File: src/hw/rtl/bcdalu_pkg.sv
// package for the bcd-capable accumulator alu
// holds the opcode enum, the architectural state struct and shared constants
// no dependencies
`default_nettype none

package bcdalu_pkg;

	typedef enum logic [3:0] {
		OP_ADC = 4'd0,
		OP_SBC = 4'd1,
		OP_AND = 4'd2,
		OP_EOR = 4'd3,
		OP_ORA = 4'd4,
		OP_BIT = 4'd5,
		OP_CLC = 4'd6,
		OP_SEC = 4'd7,
		OP_CLD = 4'd8,
		OP_SED = 4'd9,
		OP_CLV = 4'd10
	} op_t;

	typedef struct packed {
		logic [7:0] acc;
		logic       c;
		logic       z;
		logic       v;
		logic       n;
		logic       d;
	} alu_state_t;

	localparam logic [3:0]  DEC_DIGIT_MAX = 4'd9;
	localparam logic [9:0]  DEC_BYTE_MAX  = 10'h099;
	localparam logic [15:0] DEC_WORD_MAX  = 16'h0099;
	localparam logic [9:0]  ADD_LO_ADJ    = 10'd6;
	localparam logic [9:0]  ADD_HI_ADJ    = 10'd96;
	localparam logic [15:0] SUB_LO_ADJ    = 16'd6;
	localparam logic [15:0] SUB_HI_ADJ    = 16'h0060;

endpackage

`default_nettype wire

File: src/hw/rtl/bcdalu_core.sv
// combinational datapath: next accumulator and flags for one operation
// depends on bcdalu_pkg
`default_nettype none

module bcdalu_core (
	input  wire logic [3:0]             op,
	input  wire logic [7:0]             operand,
	input  wire bcdalu_pkg::alu_state_t cur,
	output bcdalu_pkg::alu_state_t      nxt
);
	import bcdalu_pkg::*;

	logic [7:0]  a;
	logic        cin;
	logic        borrow;
	// add path
	logic [9:0]  add_s1;
	logic [9:0]  add_s2;
	logic [9:0]  add_s3;
	logic [4:0]  add_lo;
	// subtract path
	logic [15:0] sub_r1;
	logic [15:0] sub_r2;
	logic [15:0] sub_r3;
	logic [4:0]  sub_lo_a;
	logic [4:0]  sub_lo_m;
	logic [7:0]  logic_res;

	assign a      = cur.acc;
	assign cin    = cur.c;
	assign borrow = ~cur.c;

	// decimal add: low digit fix then high digit fix
	assign add_s1 = {2'b00, a} + {2'b00, operand} + {9'd0, cin};
	assign add_lo = {1'b0, a[3:0]} + {1'b0, operand[3:0]} + {4'd0, cin};
	assign add_s2 = (add_lo > {1'b0, DEC_DIGIT_MAX}) ? add_s1 + ADD_LO_ADJ : add_s1;
	assign add_s3 = (add_s2 > DEC_BYTE_MAX) ? add_s2 + ADD_HI_ADJ : add_s2;

	// 16-bit wrapping subtract with decimal fix
	assign sub_r1   = {8'd0, a} - {8'd0, operand} - {15'd0, borrow};
	assign sub_lo_a = {1'b0, a[3:0]};
	assign sub_lo_m = {1'b0, operand[3:0]} + {4'd0, borrow};
	assign sub_r2   = (sub_lo_a < sub_lo_m) ? sub_r1 - SUB_LO_ADJ : sub_r1;
	assign sub_r3   = (sub_r2 > DEC_WORD_MAX) ? sub_r2 - SUB_HI_ADJ : sub_r2;

	always_comb begin
		nxt       = cur;
		logic_res = a;
		case (op_t'(op))
			OP_ADC: begin
				nxt.z = (add_s1[7:0] == 8'd0);
				if (cur.d) begin
					nxt.n   = add_s2[7];
					nxt.v   = ~(a[7] ^ operand[7]) & (a[7] ^ add_s2[7]);
					nxt.c   = (add_s3 > DEC_BYTE_MAX);
					nxt.acc = add_s3[7:0];
				end else begin
					nxt.n   = add_s1[7];
					nxt.v   = ~(a[7] ^ operand[7]) & (a[7] ^ add_s1[7]);
					nxt.c   = add_s1[8];
					nxt.acc = add_s1[7:0];
				end
			end
			OP_SBC: begin
				nxt.z = (sub_r1[7:0] == 8'd0);
				nxt.v = (a[7] ^ operand[7]) & (a[7] ^ sub_r1[7]);
				nxt.n = sub_r1[7];
				if (cur.d) begin
					nxt.c   = (sub_r3[15:8] == 8'd0);
					nxt.acc = sub_r3[7:0];
				end else begin
					nxt.c   = (sub_r1[15:8] == 8'd0);
					nxt.acc = sub_r1[7:0];
				end
			end
			OP_AND, OP_EOR, OP_ORA: begin
				case (op_t'(op))
					OP_AND:  logic_res = a & operand;
					OP_EOR:  logic_res = a ^ operand;
					default: logic_res = a | operand;
				endcase
				nxt.acc = logic_res;
				nxt.z   = (logic_res == 8'd0);
				nxt.n   = logic_res[7];
			end
			OP_BIT: begin
				nxt.n = operand[7];
				nxt.v = operand[6];
				nxt.z = ((a & operand) == 8'd0);
			end
			OP_CLC:  nxt.c = 1'b0;
			OP_SEC:  nxt.c = 1'b1;
			OP_CLD:  nxt.d = 1'b0;
			OP_SED:  nxt.d = 1'b1;
			OP_CLV:  nxt.v = 1'b0;
			default: nxt = cur;
		endcase
	end

endmodule

`default_nettype wire

File: src/hw/rtl/bcd_capable_accumulator_alu.sv
// top level of the bcd-capable accumulator alu
// input register, datapath (bcdalu_core), architectural state and result register
// depends on bcdalu_pkg and bcdalu_core
`default_nettype none

// usage
// - input channel: op and operand, one transfer per cycle when in_valid and in_ready
// - output channel: acc_out and the five flags, one transfer per accepted item
// - an accepted item lands in the input register; when it advances, the datapath
//   result is written to the result register and to the accumulator and flags,
//   and out_valid rises with the loaded result register
// - throughput: one item per cycle while the receiver takes results; the only loop is
//   accumulator/flags back into the combinational datapath, closed by the state register
// - in_ready stays high while the input register is empty or the result register is
//   free or being drained, so a new item is taken while a finished result still waits
// - receiver stall: the result register holds, the input register holds its item,
//   and in_ready drops once the input register is full, until the result is taken
// - reset: accumulator and all flags clear to zero, both stages empty
// - opcodes above clear overflow change nothing but still return a result
module bcd_capable_accumulator_alu (
	input  wire logic       clk,
	input  wire logic       arst_n,
	input  wire logic       in_valid,
	output logic            in_ready,
	input  wire logic [3:0] op,
	input  wire logic [7:0] operand,
	output logic            out_valid,
	input  wire logic       out_ready,
	output logic [7:0]      acc_out,
	output logic            carry_out,
	output logic            zero_out,
	output logic            overflow_out,
	output logic            negative_out,
	output logic            decimal_out
);
	import bcdalu_pkg::*;

	// input stage
	logic       valid_s1;
	logic [3:0] op_s1;
	logic [7:0] operand_s1;
	// result stage
	logic       valid_s2;
	alu_state_t res_s2;
	// architectural accumulator and flags
	alu_state_t state_q;
	alu_state_t state_nxt;

	logic advance;
	logic in_xfer;

	// stage 1 moves on when the result register is empty or drains this cycle
	assign advance  = valid_s1 & (~valid_s2 | out_ready);
	assign in_ready = ~valid_s1 | advance;
	assign in_xfer  = in_valid & in_ready;

	bcdalu_core u_core (
		.op      (op_s1),
		.operand (operand_s1),
		.cur     (state_q),
		.nxt     (state_nxt)
	);

	always_ff @(posedge clk or negedge arst_n) begin
		if (!arst_n) begin
			valid_s1 <= 1'b0;
			valid_s2 <= 1'b0;
			state_q  <= '0;
		end else begin
			if (in_xfer) begin
				valid_s1 <= 1'b1;
			end else if (advance) begin
				valid_s1 <= 1'b0;
			end
			if (advance) begin
				valid_s2 <= 1'b1;
				state_q  <= state_nxt;
			end else if (out_ready) begin
				valid_s2 <= 1'b0;
			end
		end
	end

	// payload registers, no reset
	always_ff @(posedge clk) begin
		if (in_xfer) begin
			op_s1      <= op;
			operand_s1 <= operand;
		end
		if (advance) begin
			res_s2 <= state_nxt;
		end
	end

	assign out_valid    = valid_s2;
	assign acc_out      = res_s2.acc;
	assign carry_out    = res_s2.c;
	assign zero_out     = res_s2.z;
	assign overflow_out = res_s2.v;
	assign negative_out = res_s2.n;
	assign decimal_out  = res_s2.d;

endmodule

`default_nettype wire
File: config.mk
export PLATFORM = sky130hd
export DESIGN_NAME = bcd_capable_accumulator_alu
export DESIGN_NICKNAME = d
export VERILOG_FILES = /design/src/hw/rtl/bcdalu_pkg.sv /design/src/hw/rtl/bcdalu_core.sv /design/src/hw/rtl/bcd_capable_accumulator_alu.sv
export SDC_FILE = /design/constraint.sdc
export NUM_CORES = 1
export LEC_CHECK = 0
export CORE_MARGIN = 1
export CORE_UTILIZATION = 70
export DETAILED_ROUTE_END_ITERATION = 16
export DONT_BUFFER_PORTS = 1
export HOLD_SLACK_MARGIN = 0.02
export MAX_ROUTING_LAYER = met4
export PLACE_DENSITY_LB_ADDON = 0.05
export SLEW_MARGIN = 20
export SYNTH_ARGS = -nofsm -noshare
export SYNTH_HDL_FRONTEND = slang
export SYNTH_HIERARCHICAL = 1
export SYNTH_SLANG_ARGS = --single-unit
File: constraint.sdc
create_clock -name clk -period 6.6 [get_ports clk]
set_input_delay 0 -clock clk [delete_from_list [all_inputs] [get_ports clk]]
set_output_delay 0 -clock clk [all_outputs]
set_load 0.05 [all_outputs]
==> qor.yml <==
viasPerCell: 7.07
num-fill-cells: 441
synth_compound_area_frac: 0.244
max_freq_mhz: 215
slew_headroom: 0.418
synth_edf_count: 25
cp-start-kind: "register"
initial_core_util: 0.726
finalHoldViolCount: 0
critPathMaxStageDelay_ns: 0.51
grt_pass1_wl_mm: 20.9
yosysTopAreaCell: "edfxtp_1"
gr-total-overflow: 0
num_io_pins: 31
yosysSeqAreaShare: 0.243
vias: 4213
synth_top_family_by_area: "compound AO/OA/AOI/OAI gates"
synth-xor-area-share: 0.0858
cts_setup_buffers: 0
synth.area.top_cells: "edfxtp_1 (16%), ha_1 (9.4%), dfrtp_1 (8.1%), xnor2_1 (4.3%), a21oi_1 (3.5%)"
cp_top_family: "adder cells"
antenna_found_initial: 0
grt_max_degree: 18
synthAdderAreaFrac: 0.107
cts.sinks: 40
netlist.area_leader.share: 0.162
async_flop_share: 0.375
synth_area_per_cell_um2: 9.06
synth.yosys.warnings: 6
drc_errors: 0
fp.dieArea_um2: 6950
rsz0062_at_grt: "no"
port_buffers: 0
synth-simple-area-share: 0.212
dieWidth_um: 83.4
synthTopCellsByCount: "nor2_1 (42), ha_1 (35), nand2_1 (33)"
hold_class: "input pin to async pin"
syn_nets: 566
cts-buffers-inserted: 5
syn_area_um2: 4640
die_h_um: 83.4
report.final.slew_viol_count: 0
fin_cells: 596
cts_tree: "yes"
setup_viol: 0
synth-main-ff-cell: "edfxtp_1"
crit_type: "register to register"
routed_wl_mm: 13.3
timing.final.crit_share: 0.704
crit_buf_inv: 1
fin_nets: 572
drt_pass1_iterations: 6
ys_types: 100
clock_skew_ns: 0.0180
rows: 29
track_usage: 0.403
root_buffer: "clkbuf_8"
post-synth-top-count-cell: "nor2_1"
coreArea_um2: 6390
postSynthCellCount: 512
status: "finished clean"
maxCapViolCount: 0
wl_per_cell_um: 22.3
cp_cell_sequence: "fa_1 -> inv_1 -> fa_1 -> xor2_2 -> ha_1 -> nor2b_1 -> nor2_1 -> mux2_2 -> nand3_1 -> nor2_1 -> xnor2_1 -> ha_1 -> or3_1 -> o211a_1 -> a21oi_1 -> o21ai_0 -> a21oi_1 -> mux2_4"
critPathMaxFanout: 9
cp.depth: 18
tightest_slew_ns: 0.870
drt_iter0_drc: 547
hpwlAfterDp_mm: 9.55
cts.htree.levels: 2
clock_path_buffers: 2
cts.clk_slew.worst_paths_ns: 0.10
worstSkewPairLatency_ns: 0.32
cp_slowest_cell: "fa_1"
place_inst: 573
synth_seq_cells: 40
antenna_cells: 0
worst_ep_arrival_time_ns: 4.90
final_layout_size_suffix_gt1_frac: 0.137
fin_tns_setup_ns: 0
syn2layout_area_growth_pct: 5.86
ant_nets: 0
r2r_cells: 18
critPathCaptureType: "register"
muxShareOfSynthArea: 0.0553
routabilityCongestion: 0.975
min_period_ns: 4.64
grt_pass1_vias: 3975
cp_data_required_time_ns: 6.86
## sequential cells by signal (all words and copies together) (netlist names), 4 cells and up
name / flops
state_q: 13
acc_out: 8
operand_s1: 8
op_s1: 4
## worst paths after layout
kind | end | from | slack [ns]
min | state_q[12]$_DFFE_PN0P_ | arst_n | 0.20
min reg2reg | state_q[2]$_DFFE_PN0P_ | state_q[2]$_DFFE_PN0P_ | 0.52
max reg2reg | state_q[4]$_DFFE_PN0P_ | operand_s1[0]$_DFFE_PP_ | 1.96
max in group asynchronous | state_q[6]$_DFFE_PN0P_ | arst_n | 5.88
min in group clk | operand_s1[5]$_DFFE_PP_ | in_valid | 0.22
max | state_q[4]$_DFFE_PN0P_ | operand_s1[0]$_DFFE_PP_ | 1.96
## cell type report
type / count / area [um2] / share of cell area
timing repair buffer: 18 / 173 / 0.0352
multi-input combinational: 419 / 3260 / 0.665
tap: 77 / 96.3 / 0.0196
clock buffer: 6 / 82.6 / 0.0168
clock inverter: 2 / 38.8 / 0.00790
sequential: 40 / 1130 / 0.229
inverter: 34 / 128 / 0.0260
## per-layer routing
layer,GRT usage,share of wire
met5,-,0
met4,0.163,0.043
met3,0.0626,0.083
met2,0.619,0.45
met1,0.534,0.42
## what timing repair did
item	in CTS	in global routing
hold buffers	15	0
hold endpoints to repair	29	0
resized for setup	0	0
## per-stage QoR
stage | cell area, um2 | util | setup slack [ns] | hold slack [ns]
3_3_place_gp | 4640 | 0.726 | 2.23 | -0.295
5_1_grt | 4910 | 0.769 | 1.66 | 0.234
6_report | 4910 | 0.769 | 1.96 | 0.197
3_5_place_dp | 4640 | 0.726 | 2.10 | -0.295
2_1_floorplan | 4640 | - | 2.53 | -0.296
4_1_cts | 4910 | 0.769 | 2.06 | 0.218
## cell families (layout without fill, tap and decap cells)
kind of cell | count (synthesis) | after routing
buffers and inverters | 53 | 60
xor gates and xnor gates | 36 | 36
muxes | 20 | 20
and+or+nand+nor | 174 | 174
adders and majority gates | 38 | 38
DFF | 40 | 40
AOI/OAI and AO/OA | 151 | 151
## cells in the final DEF (no fill, tap or decap), types with 8 or more instances in the layout
cell type,instances
edfxtp_1,25
o21ai_0,22
ha_1,35
nand4_1,10
a31oi_1,9
nand2_1,33
mux2_2,8
nand3_1,13
nor3_1,12
xnor2_1,23
nor2b_1,10
inv_1,31
dlygate4sd3_1,15
nor2_1,42
a211oi_1,15
dfrtp_1,15
mux2_4,9
a21oi_1,32
Power is left out: the tool's default activity adds up to more than one toggle a clock period on the data nets, which glitch-free logic cannot reach.
